## src/rtl/core/afd_pkg.sv

```systemverilog
`timescale 1ns / 1ps

package afd_pkg;

  // fixed field widths
  localparam int unsigned CNT_W = 11;
  localparam int unsigned DSR_W = 11;
  localparam int unsigned PER_W = 32;
  localparam int unsigned DIV_W = 44;
  localparam int unsigned TS_W  = 64;

  // register indexes
  localparam logic [2:0] CFG_HDR_MASK  = 3'd0;
  localparam logic [2:0] CFG_CTL_VALUE = 3'd1;
  localparam logic [2:0] CFG_WATERMARK = 3'd2;
  localparam logic [2:0] CFG_LIMIT     = 3'd3;
  localparam logic [2:0] CFG_INT_TIME  = 3'd4;
  localparam logic [2:0] CFG_PREV_TIME = 3'd5;

  // register reset values
  localparam logic [7:0]       RST_HDR_MASK  = 8'hC0;
  localparam logic [7:0]       RST_CTL_VALUE = 8'h40;
  localparam logic [CNT_W-1:0] RST_WATERMARK = 11'd1022;
  localparam logic [CNT_W-1:0] RST_LIMIT     = 11'd146;

  // axis decode masks
  localparam logic [15:0] AXIS_HI_MASK = 16'hFF00;
  localparam logic [15:0] AXIS_LO_MASK = 16'h000F;

  // result kinds and status codes
  localparam logic       KIND_SAMPLE   = 1'b0;
  localparam logic       KIND_SUMMARY  = 1'b1;
  localparam logic [1:0] STAT_OK       = 2'd0;
  localparam logic [1:0] STAT_NO_DATA  = 2'd1;
  localparam logic [1:0] STAT_TOO_MANY = 2'd2;

  typedef enum logic [1:0] {
    OP_FIRST,
    OP_LAST,
    OP_SPAN
  } op_e;

  typedef struct packed {
    logic [7:0] fifo_byte;
    logic       final_byte;
  } in_item_t;

  typedef struct packed {
    logic                    item_kind;
    logic signed [15:0]      accel_x;
    logic signed [15:0]      accel_y;
    logic signed [15:0]      accel_z;
    logic [CNT_W-1:0]        sample_number;
    logic [CNT_W-1:0]        extra_count;
    logic signed [TS_W-1:0]  first_frame_ticks;
    logic signed [TS_W-1:0]  last_frame_ticks;
    logic signed [PER_W-1:0] span_ticks;
    logic [1:0]              status;
    logic                    last_of_run;
  } out_item_t;

  typedef struct packed {
    logic take;
    logic mul;
    logic div_start;
    logic store;
    logic load_sum;
    op_e  op;
  } ctl_cmd_t;

  typedef struct packed {
    logic out_free;
    logic cnt_zero;
    logic over_limit;
    logic div_done;
    logic div_busy;
  } ctl_status_t;

endpackage

```

## src/rtl/core/afd_div.sv

```systemverilog
`timescale 1ns / 1ps

module afd_div (
  input  logic                               clk_i,
  input  logic                               rst_ni,
  input  logic                               start_i,
  input  logic signed [afd_pkg::DIV_W-1:0]   dividend_i,
  input  logic [afd_pkg::DSR_W-1:0]          divisor_i,
  output logic                               busy_o,
  output logic                               done_o,
  output logic signed [afd_pkg::DIV_W-1:0]   quotient_o
);
  import afd_pkg::*;

  localparam int unsigned STEP_W = $clog2(DIV_W + 1);

  logic              busy_q, done_q, neg_q;
  logic [STEP_W-1:0] step_q;
  logic [DIV_W-1:0]  quo_q;
  logic [DSR_W:0]    rem_q;
  logic [DSR_W-1:0]  dsr_q;
  logic [DSR_W:0]    rem_sh;
  logic              fits;

  // one restoring step per cycle
  assign rem_sh = {rem_q[DSR_W-1:0], quo_q[DIV_W-1]};
  assign fits   = rem_sh >= {1'b0, dsr_q};

  always_ff @(posedge clk_i or negedge rst_ni) begin
    if (!rst_ni) begin
      busy_q <= 1'b0;
      done_q <= 1'b0;
      step_q <= '0;
    end else begin
      done_q <= 1'b0;
      if (start_i) begin
        busy_q <= 1'b1;
        step_q <= STEP_W'(DIV_W);
      end else if (busy_q) begin
        step_q <= step_q - STEP_W'(1);
        if (step_q == STEP_W'(1)) begin
          busy_q <= 1'b0;
          done_q <= 1'b1;
        end
      end
    end
  end

  // magnitude datapath, sign applied at the output
  always_ff @(posedge clk_i) begin
    if (start_i) begin
      neg_q <= dividend_i[DIV_W-1];
      quo_q <= dividend_i[DIV_W-1] ? DIV_W'(-dividend_i) : DIV_W'(dividend_i);
      rem_q <= '0;
      dsr_q <= divisor_i;
    end else if (busy_q) begin
      rem_q <= fits ? (rem_sh - {1'b0, dsr_q}) : rem_sh;
      quo_q <= {quo_q[DIV_W-2:0], fits};
    end
  end

  assign busy_o     = busy_q;
  assign done_o     = done_q;
  assign quotient_o = neg_q ? -$signed(quo_q) : $signed(quo_q);

endmodule

```

## src/rtl/core/afd_datapath.sv

```systemverilog
`timescale 1ns / 1ps

module afd_datapath #(
  parameter int unsigned FIFO_DEPTH_BYTES = 1024
) (
  input  logic                  clk_i,
  input  logic                  rst_ni,
  input  logic                  cfg_we_i,
  input  logic [2:0]            cfg_idx_i,
  input  logic [63:0]           cfg_wdata_i,
  input  afd_pkg::in_item_t     in_item_i,
  input  afd_pkg::ctl_cmd_t     cmd_i,
  output afd_pkg::ctl_status_t  status_o,
  output logic                  out_valid_o,
  input  logic                  out_ready_i,
  output afd_pkg::out_item_t    out_item_o
);
  import afd_pkg::*;

  localparam int unsigned OFS_W = $clog2(FIFO_DEPTH_BYTES + 1);
  localparam int unsigned CMP_W = (OFS_W > CNT_W) ? OFS_W : CNT_W;

  // configuration registers
  logic [7:0]       hdr_mask_q, ctl_value_q;
  logic [CNT_W-1:0] wm_bytes_q, limit_q;
  logic [TS_W-1:0]  int_time_q, prev_time_q;

  // frame state
  logic [OFS_W-1:0] ofs_q, ofs_d;
  logic [2:0]       phase_q, phase_d;
  logic             skip_q, skip_d;
  logic [47:0]      asm_q, asm_d;
  logic [CNT_W-1:0] count_q, count_d;
  logic [CNT_W-1:0] wm_frame_q, wm_frame_d;
  logic             wm_found_q, wm_found_d;

  // summary arithmetic
  logic signed [DIV_W-1:0] prod_q, fper_q, add_q, span_q;
  logic signed [DIV_W-1:0] quotient;
  logic                    div_busy, div_done;

  logic                  out_valid_q;
  out_item_t             out_q;

  logic                  emit;
  logic [47:0]           frame_word;
  logic [CMP_W:0]        ofs_x, wm_x;
  logic [CNT_W-1:0]      ifr, extra, factor;
  logic signed [PER_W-1:0] period;
  out_item_t             sample, summary;

  function automatic logic [15:0] decode_axis(input logic [15:0] w);
    decode_axis = (w & AXIS_HI_MASK) | ((w & AXIS_LO_MASK) << 4);
  endfunction

  // config writes
  always_ff @(posedge clk_i or negedge rst_ni) begin
    if (!rst_ni) begin
      hdr_mask_q  <= RST_HDR_MASK;
      ctl_value_q <= RST_CTL_VALUE;
      wm_bytes_q  <= RST_WATERMARK;
      limit_q     <= RST_LIMIT;
      int_time_q  <= '0;
      prev_time_q <= '0;
    end else if (cfg_we_i) begin
      case (cfg_idx_i)
        CFG_HDR_MASK:  hdr_mask_q  <= cfg_wdata_i[7:0];
        CFG_CTL_VALUE: ctl_value_q <= cfg_wdata_i[7:0];
        CFG_WATERMARK: wm_bytes_q  <= cfg_wdata_i[CNT_W-1:0];
        CFG_LIMIT:     limit_q     <= cfg_wdata_i[CNT_W-1:0];
        CFG_INT_TIME:  int_time_q  <= cfg_wdata_i;
        CFG_PREV_TIME: prev_time_q <= cfg_wdata_i;
        default: ;
      endcase
    end
  end

  // byte step
  assign ofs_x = (CMP_W+1)'(ofs_q);
  assign wm_x  = (CMP_W+1)'(wm_bytes_q) + (CMP_W+1)'(5);
  assign frame_word = {in_item_i.fifo_byte, asm_q[39:0]};

  always_comb begin
    ofs_d      = ofs_q;
    phase_d    = phase_q;
    skip_d     = skip_q;
    asm_d      = asm_q;
    count_d    = count_q;
    wm_frame_d = wm_frame_q;
    wm_found_d = wm_found_q;
    emit       = 1'b0;
    if (cmd_i.take && (ofs_q < OFS_W'(FIFO_DEPTH_BYTES))) begin
      ofs_d = ofs_q + OFS_W'(1);
      if (skip_q) begin
        skip_d = 1'b0;
      end else if (phase_q == 3'd0) begin
        if ((in_item_i.fifo_byte & hdr_mask_q) == ctl_value_q) begin
          skip_d = 1'b1;
        end else begin
          phase_d = 3'd1;
        end
      end else begin
        asm_d[{phase_q - 3'd1, 3'b000} +: 8] = in_item_i.fifo_byte;
        if (phase_q == 3'd6) begin
          phase_d = 3'd0;
          count_d = count_q + CNT_W'(1);
          emit    = count_q < limit_q;
          if (!wm_found_q && (ofs_x >= wm_x)) begin
            wm_found_d = 1'b1;
            wm_frame_d = count_q;
          end
        end else begin
          phase_d = phase_q + 3'd1;
        end
      end
    end
    if (cmd_i.load_sum) begin
      ofs_d      = '0;
      phase_d    = 3'd0;
      skip_d     = 1'b0;
      count_d    = '0;
      wm_frame_d = '0;
      wm_found_d = 1'b0;
    end
  end

  always_ff @(posedge clk_i or negedge rst_ni) begin
    if (!rst_ni) begin
      ofs_q      <= '0;
      phase_q    <= 3'd0;
      skip_q     <= 1'b0;
      count_q    <= '0;
      wm_frame_q <= '0;
      wm_found_q <= 1'b0;
    end else begin
      ofs_q      <= ofs_d;
      phase_q    <= phase_d;
      skip_q     <= skip_d;
      count_q    <= count_d;
      wm_frame_q <= wm_frame_d;
      wm_found_q <= wm_found_d;
    end
  end

  always_ff @(posedge clk_i) begin
    asm_q <= asm_d;
  end

  // interrupt frame, trailing count and period
  assign ifr    = wm_found_q ? ((wm_frame_q == '0) ? CNT_W'(1) : wm_frame_q) : count_q;
  assign extra  = (count_q >= ifr) ? (count_q - ifr) : '0;
  assign period = $signed(int_time_q[PER_W-1:0] - prev_time_q[PER_W-1:0]);

  always_comb begin
    case (cmd_i.op)
      OP_FIRST: factor = CNT_W'(1);
      OP_LAST:  factor = extra;
      OP_SPAN:  factor = count_q - CNT_W'(1);
      default:  factor = CNT_W'(1);
    endcase
  end

  // product register ahead of the divider, and quotient registers behind it
  always_ff @(posedge clk_i) begin
    if (cmd_i.mul) begin
      prod_q <= DIV_W'($signed({1'b0, factor}) * period);
    end
    if (cmd_i.store) begin
      case (cmd_i.op)
        OP_FIRST: fper_q <= quotient;
        OP_LAST:  add_q  <= quotient;
        OP_SPAN:  span_q <= quotient;
        default:  fper_q <= quotient;
      endcase
    end
  end

  afd_div u_div (
    .clk_i      (clk_i),
    .rst_ni     (rst_ni),
    .start_i    (cmd_i.div_start),
    .dividend_i (prod_q),
    .divisor_i  (ifr),
    .busy_o     (div_busy),
    .done_o     (div_done),
    .quotient_o (quotient)
  );

  // result items
  always_comb begin
    sample               = '0;
    sample.item_kind     = KIND_SAMPLE;
    sample.accel_x       = decode_axis(frame_word[15:0]);
    sample.accel_y       = decode_axis(frame_word[31:16]);
    sample.accel_z       = decode_axis(frame_word[47:32]);
    sample.sample_number = count_q;
    sample.status        = STAT_OK;
    sample.last_of_run   = !in_item_i.final_byte;
  end

  always_comb begin
    summary             = '0;
    summary.item_kind   = KIND_SUMMARY;
    summary.last_of_run = 1'b1;
    if (count_q == '0) begin
      summary.status = STAT_NO_DATA;
    end else begin
      summary.sample_number = count_q;
      summary.extra_count   = extra;
      if (count_q > limit_q) begin
        summary.status = STAT_TOO_MANY;
      end else begin
        summary.status            = STAT_OK;
        summary.first_frame_ticks = $signed(prev_time_q + TS_W'(fper_q));
        summary.last_frame_ticks  = $signed(int_time_q + TS_W'(add_q));
        if (span_q[DIV_W-1:PER_W-1] == '0 || span_q[DIV_W-1:PER_W-1] == '1) begin
          summary.span_ticks = span_q[PER_W-1:0];
        end else begin
          summary.span_ticks = span_q[DIV_W-1] ? {1'b1, {(PER_W-1){1'b0}}}
                                               : {1'b0, {(PER_W-1){1'b1}}};
        end
      end
    end
  end

  // output register
  always_ff @(posedge clk_i or negedge rst_ni) begin
    if (!rst_ni) begin
      out_valid_q <= 1'b0;
    end else if ((cmd_i.take && emit) || cmd_i.load_sum) begin
      out_valid_q <= 1'b1;
    end else if (out_ready_i) begin
      out_valid_q <= 1'b0;
    end
  end

  always_ff @(posedge clk_i) begin
    if (cmd_i.take && emit) begin
      out_q <= sample;
    end else if (cmd_i.load_sum) begin
      out_q <= summary;
    end
  end

  assign out_valid_o         = out_valid_q;
  assign out_item_o          = out_q;
  assign status_o.out_free   = !out_valid_q || out_ready_i;
  assign status_o.cnt_zero   = count_q == '0;
  assign status_o.over_limit = count_q > limit_q;
  assign status_o.div_done   = div_done;
  assign status_o.div_busy   = div_busy;

endmodule

```

## src/rtl/core/afd_ctrl.sv

```systemverilog
`timescale 1ns / 1ps

module afd_ctrl (
  input  logic                  clk_i,
  input  logic                  rst_ni,
  input  logic                  in_valid_i,
  input  logic                  final_byte_i,
  output logic                  in_ready_o,
  input  afd_pkg::ctl_status_t  status_i,
  output afd_pkg::ctl_cmd_t     cmd_o
);
  import afd_pkg::*;

  typedef enum logic [2:0] {
    ST_IDLE,
    ST_CHECK,
    ST_MUL,
    ST_DIV,
    ST_WAIT,
    ST_LOAD
  } state_e;

  state_e state_q;
  op_e    op_q;
  logic   take;

  assign in_ready_o = (state_q == ST_IDLE) && status_i.out_free;
  assign take       = in_valid_i && in_ready_o;

  // commands per state
  always_comb begin
    cmd_o           = '0;
    cmd_o.op        = op_q;
    cmd_o.take      = take;
    cmd_o.mul       = state_q == ST_MUL;
    cmd_o.div_start = state_q == ST_DIV;
    cmd_o.store     = (state_q == ST_WAIT) && status_i.div_done;
    cmd_o.load_sum  = (state_q == ST_LOAD) && status_i.out_free;
  end

  // sequencer: byte steps, then three multiply-divide passes for a summary (none for an empty or over-limit read)
  always_ff @(posedge clk_i or negedge rst_ni) begin
    if (!rst_ni) begin
      state_q <= ST_IDLE;
      op_q    <= OP_FIRST;
    end else begin
      case (state_q)
        ST_IDLE: begin
          if (take && final_byte_i) begin
            state_q <= ST_CHECK;
          end
        end
        ST_CHECK: begin
          op_q <= OP_FIRST;
          if (status_i.cnt_zero || status_i.over_limit) begin
            state_q <= ST_LOAD;
          end else begin
            state_q <= ST_MUL;
          end
        end
        ST_MUL: state_q <= ST_DIV;
        ST_DIV: state_q <= ST_WAIT;
        ST_WAIT: begin
          if (status_i.div_done) begin
            case (op_q)
              OP_FIRST: begin
                op_q    <= OP_LAST;
                state_q <= ST_MUL;
              end
              OP_LAST: begin
                op_q    <= OP_SPAN;
                state_q <= ST_MUL;
              end
              default: state_q <= ST_LOAD;
            endcase
          end
        end
        ST_LOAD: begin
          if (status_i.out_free) begin
            state_q <= ST_IDLE;
          end
        end
        default: state_q <= ST_IDLE;
      endcase
    end
  end

`ifndef SYNTHESIS
  a_final_starts_summary: assert property (@(posedge clk_i) disable iff (!rst_ni)
    take && final_byte_i |=> state_q == ST_CHECK)
    else $error("final item did not start a summary");
  a_load_needs_room: assert property (@(posedge clk_i) disable iff (!rst_ni)
    cmd_o.load_sum |-> status_i.out_free)
    else $error("summary loaded over a waiting item");
  a_ready_div_idle: assert property (@(posedge clk_i) disable iff (!rst_ni)
    in_ready_o |-> !status_i.div_busy)
    else $error("input ready while divider busy");
  a_done_in_wait: assert property (@(posedge clk_i) disable iff (!rst_ni)
    status_i.div_done |-> state_q == ST_WAIT)
    else $error("divider finished outside wait state");
`endif

endmodule

```

## src/rtl/core/accel_fifo_frame_deframer.sv

```systemverilog
`timescale 1ns / 1ps
// channel   signals                               direction
// input     in_valid_i / in_ready_o / in_item_i   in  (fifo_byte, final_byte)
// output    out_valid_o / out_ready_i / out_item_o out (sample or summary)
// config    cfg_we_i / cfg_idx_i / cfg_wdata_i    in  (write only, no wait)
//
// a completed data frame under the sample limit loads its sample into the
// output register in the same cycle as its last byte is taken.
// the closing byte holds input ready low through a check state, three passes
// of a multiply state, a divider start state, 44 one-bit divider steps and a
// done wait state, then the load state (no passes for an empty or over-limit read).
// input ready drops while the output register holds an item that is stalled.
// reset (rst_ni low, asynchronous) restores register defaults and frame state.

module accel_fifo_frame_deframer #(
  parameter int unsigned FIFO_DEPTH_BYTES = 1024
) (
  input  logic               clk_i,
  input  logic               rst_ni,
  input  logic               cfg_we_i,
  input  logic [2:0]         cfg_idx_i,
  input  logic [63:0]        cfg_wdata_i,
  input  logic               in_valid_i,
  output logic               in_ready_o,
  input  afd_pkg::in_item_t  in_item_i,
  output logic               out_valid_o,
  input  logic               out_ready_i,
  output afd_pkg::out_item_t out_item_o
);
  import afd_pkg::*;

  ctl_cmd_t    cmd;
  ctl_status_t status;

  afd_ctrl u_ctrl (
    .clk_i        (clk_i),
    .rst_ni       (rst_ni),
    .in_valid_i   (in_valid_i),
    .final_byte_i (in_item_i.final_byte),
    .in_ready_o   (in_ready_o),
    .status_i     (status),
    .cmd_o        (cmd)
  );

  afd_datapath #(
    .FIFO_DEPTH_BYTES (FIFO_DEPTH_BYTES)
  ) u_datapath (
    .clk_i       (clk_i),
    .rst_ni      (rst_ni),
    .cfg_we_i    (cfg_we_i),
    .cfg_idx_i   (cfg_idx_i),
    .cfg_wdata_i (cfg_wdata_i),
    .in_item_i   (in_item_i),
    .cmd_i       (cmd),
    .status_o    (status),
    .out_valid_o (out_valid_o),
    .out_ready_i (out_ready_i),
    .out_item_o  (out_item_o)
  );

endmodule

```

## config.mk

```make
export PLATFORM = sky130hd
export DESIGN_NAME = accel_fifo_frame_deframer
export DESIGN_NICKNAME = d
export VERILOG_FILES = /design/src/rtl/core/afd_pkg.sv /design/src/rtl/core/afd_div.sv /design/src/rtl/core/afd_datapath.sv /design/src/rtl/core/afd_ctrl.sv /design/src/rtl/core/accel_fifo_frame_deframer.sv
export SDC_FILE = /design/constraint.sdc
export NUM_CORES = 2
export LEC_CHECK = 0
export ABC_CLOCK_PERIOD_IN_PS = 11350
export BUFFER_PORTS_ARGS = -buffer_cell sky130_fd_sc_hd__buf_2
export CAP_MARGIN = 30
export CORE_MARGIN = 3
export CORE_UTILIZATION = 55
export DETAILED_ROUTE_END_ITERATION = 12
export GPL_TIMING_DRIVEN = 1
export PLACE_DENSITY = 0.73
export SLEW_MARGIN = 25
export SYNTH_ARGS = -nofsm -noshare
export SYNTH_HDL_FRONTEND = slang
export SYNTH_HIERARCHICAL = 1
export SYNTH_SLANG_ARGS = --single-unit
```

## constraint.sdc

```tcl
create_clock -name clk_i -period 11.35 [get_ports clk_i]
set_input_delay 2.27 -clock clk_i [delete_from_list [all_inputs] [get_ports clk_i]]
set_output_delay 2.27 -clock clk_i [all_outputs]
set_load 0.02 [all_outputs]
```

==> metrics.md <==
| Metric | Value |
|---|---|
| Switching share of power | 0.425 |
| Fin Hold WS | 445 ps |
| Longest Clk Path Bufs | 3 |
| Placed insts | 6,476 |
| CORE AREA | 0.0907 sq mm |
| Layout area overhead | 11.0% |
| Fin. Hold Viols | 0 |
| Worst Path Buf+Inv | 5 |
| Post-cts resize count | 0 |
| CTS sink count | 711 |
| Die X | 310 um |
| Syn Inst Count | 5,177 |
| Required @ worst endpoint | 11,740 ps |
| Clock Skew | 41.3 ps |
| Flop pwr share | 0.317 |
| Sw Pwr | 0.00527 W |
| Setup repair after global routing missed its margin | no |
| Number of vias per cell | 5.90 |
| Routed Antenna Nets | 0 |
| Gr ovfl total | 0 |
| Crit path capture type | flop |
| Worst r2r dst | u_datapath/prod_q[37] |
| Setup TNS | 0 ps |
| Setup violations, final | 0 |
| Max Slew Vio Count | 0 |
| CTS tree | done |
| Period utilization | 0.867 |
| Worst skew pair latency | 670 ps |
| Cell Pwr Density | 220 mW/mm^2 |
| Crit-path most repeated cell | fa_1 |
| CP max FO | 21 |
| WL final | 139,000 um |
| Initial DRC Count | 3,406 |
| R2r setup slk | 1500 ps |
| Peak Freq | 0.102 GHz |
| Number of hold buffers added after cts | 0 |
| Largest net degree at the start of global routing | 95 |
| Clock power frac | 0.217 |
| DRC | 0 |
| Slew of the pin with the lowest slew margin | 1010 ps |
| Core Rows | 110 |
| Finished Layout Cells | 6,637 |
| Critical path type | flop to flop |
| Crit-path slowest cell | a21o_1 |
| Hold path depth | 2 |
| Synthesis Warnings | 6 |
| Global Route Usage Sum | 0.289 |
| CP arrival | 10,230 ps |
| Startpoint Class | flop |
| Post-CTS Setup Bufs | 0 |
| Hold Crit Class | flop to flop |
| HP Start | u_datapath/out_item_o[97] |
| Met2 Wirelength | 64,300 um |
| Hold EP | u_datapath/out_item_o[97] |
| Vias in the first global route | 39.0k |
| Initial antenna violation count | 8 |
| Combinational Power Share | 0.466 |
| First-pass GRT wire length | 217,000 um |
| Pre-Repair DR Iteration Count | 6 |
| Highest Signal Layer | met5 |
| Largest stage delay, worst path | 690 ps |
| Htree depth | 3 |
| Clk slew on worst S/H paths | 60 ps |
| Worst reg2reg startpoint | u_datapath/wm_found_q |
| PortBufs | 304 |
| Total CTS buffers | 79 |
| Met3 routed WL | 11,300 um |
| Gpl congestion | 0.970 |
| Syn Area/Cell | 9.80 sq um |
| Mapped Area | 0.0508 sq mm |
| Share of layout cells above drive strength 1 | 0.141 |
| Clk root buf | clkbuf_16 |
| Outcome | completed |
| R2r worst-path depth | 33 |
| Peak VDD IR | 135 uV |
| Routed length per placed instance | 21.0 um |
| Die Y | 310 um |
| Nets@finish | 6,093 |
| Initial core utilization | 0.560 |
| CP delay by family, top | compound AO/OA/AOI/OAI gates |
| Via count | 39.1k |
| M1 wire length | 59,200 um |
| Leakage power | 25.5 nW |
| Die area | 0.0960 sq mm |
| Io pins | 317 |
| Fin crit period | 9850 ps |
| Maxcap violations | 0 |
| DP HPWL | 106,000 um |
| Worst slew margin | 0.322 |
| Cell Int Power | 0.00713 W |
-- metal layers --
layer	track usage	up-vias
met4	0.0899	8
met3	0.0552	257
li1	-	18100
met5	0	-
met2	0.473	1402
met1	0.391	19300
-- worst max-delay path by stage --
stage	cells after the start	to	startpoint	slack, ps
after floorplan	36	u_datapath/prod_q[37]	u_datapath/wm_found_q	2670
after global placement	33	u_datapath/prod_q[37]	u_datapath/wm_found_q	1760
after detailed placement	33	u_datapath/prod_q[37]	u_datapath/wm_found_q	1610
after CTS	33	u_datapath/prod_q[37]	u_datapath/wm_found_q	1590
after global routing	33	u_datapath/prod_q[37]	u_datapath/wm_found_q	770
final	33	u_datapath/prod_q[37]	u_datapath/wm_found_q	1500
-- cell type report --
cell class                      count  area, sq um
Antenna cell                        5         12.5
Clock buffer                      106         2250
Clock inverter                     42          517
Fill cell                        7547        34300
Inverter                          516         1940
Multi-Input combinational cell   3704        29500
Sequential cell                   711        18400
Tap cell                         1176         1470
Timing Repair Buffer              377         2200
-- sequential cells by signal (all words and copies together), names as in the netlist, 28 cells and up --
| name | count |
|---|---|
| u_datapath/u_div/quo_q | 44 |
| u_datapath/out_item_o | 222 |
| u_datapath/int_time_q | 64 |
| u_datapath/span_q | 44 |
| u_datapath/prod_q | 44 |
| u_datapath/prev_time_q | 64 |
| u_datapath/asm_q | 28 |
| u_datapath/fper_q | 44 |
| u_datapath/add_q | 44 |
-- tightest hold or removal path, cell delays in order (launching register included) --
cell     delay [ps]
dfxtp_1         320
nand2_1          50
o31ai_1          50
-- metrics by stage --
step | total power [W] | util | worst slack (ps) | cell area [sq um]
finish | 0.0124 | 0.621 | 1500 | 56400
global route | 0.0132 | 0.621 | 766 | 56300
CTS | 0.0124 | 0.620 | 1590 | 56200
detailed placement | 0.00962 | 0.589 | 1610 | 53400
global placement | 0.00948 | 0.588 | 1760 | 53400
floorplan | 0.00778 | - | 2670 | 50800
-- placed cells by master (no fill, tap or decap), drive strengths merged, types with 167 or more instances in the layout --
cell type and n:
nand2 623, inv 521, buf 375, ha 313, fa 310, edfxtp 308
o21ai 292, a21oi 286, nor2 238, dfrtp 203, dfxtp 185, xnor2 180
mux2 167
-- power by group through the flow --
stage	sequential (W)	clock, W	combinational, W
2_1_floorplan	0.00412	0	0.00366
3_3_place_gp	0.00395	0	0.00553
3_5_place_dp	0.00397	0	0.00565
4_1_cts	0.00392	0.00275	0.00570
5_1_grt	0.00399	0.00285	0.00635
6_report	0.00393	0.00270	0.00578
(Power assumes the default switching activity.)
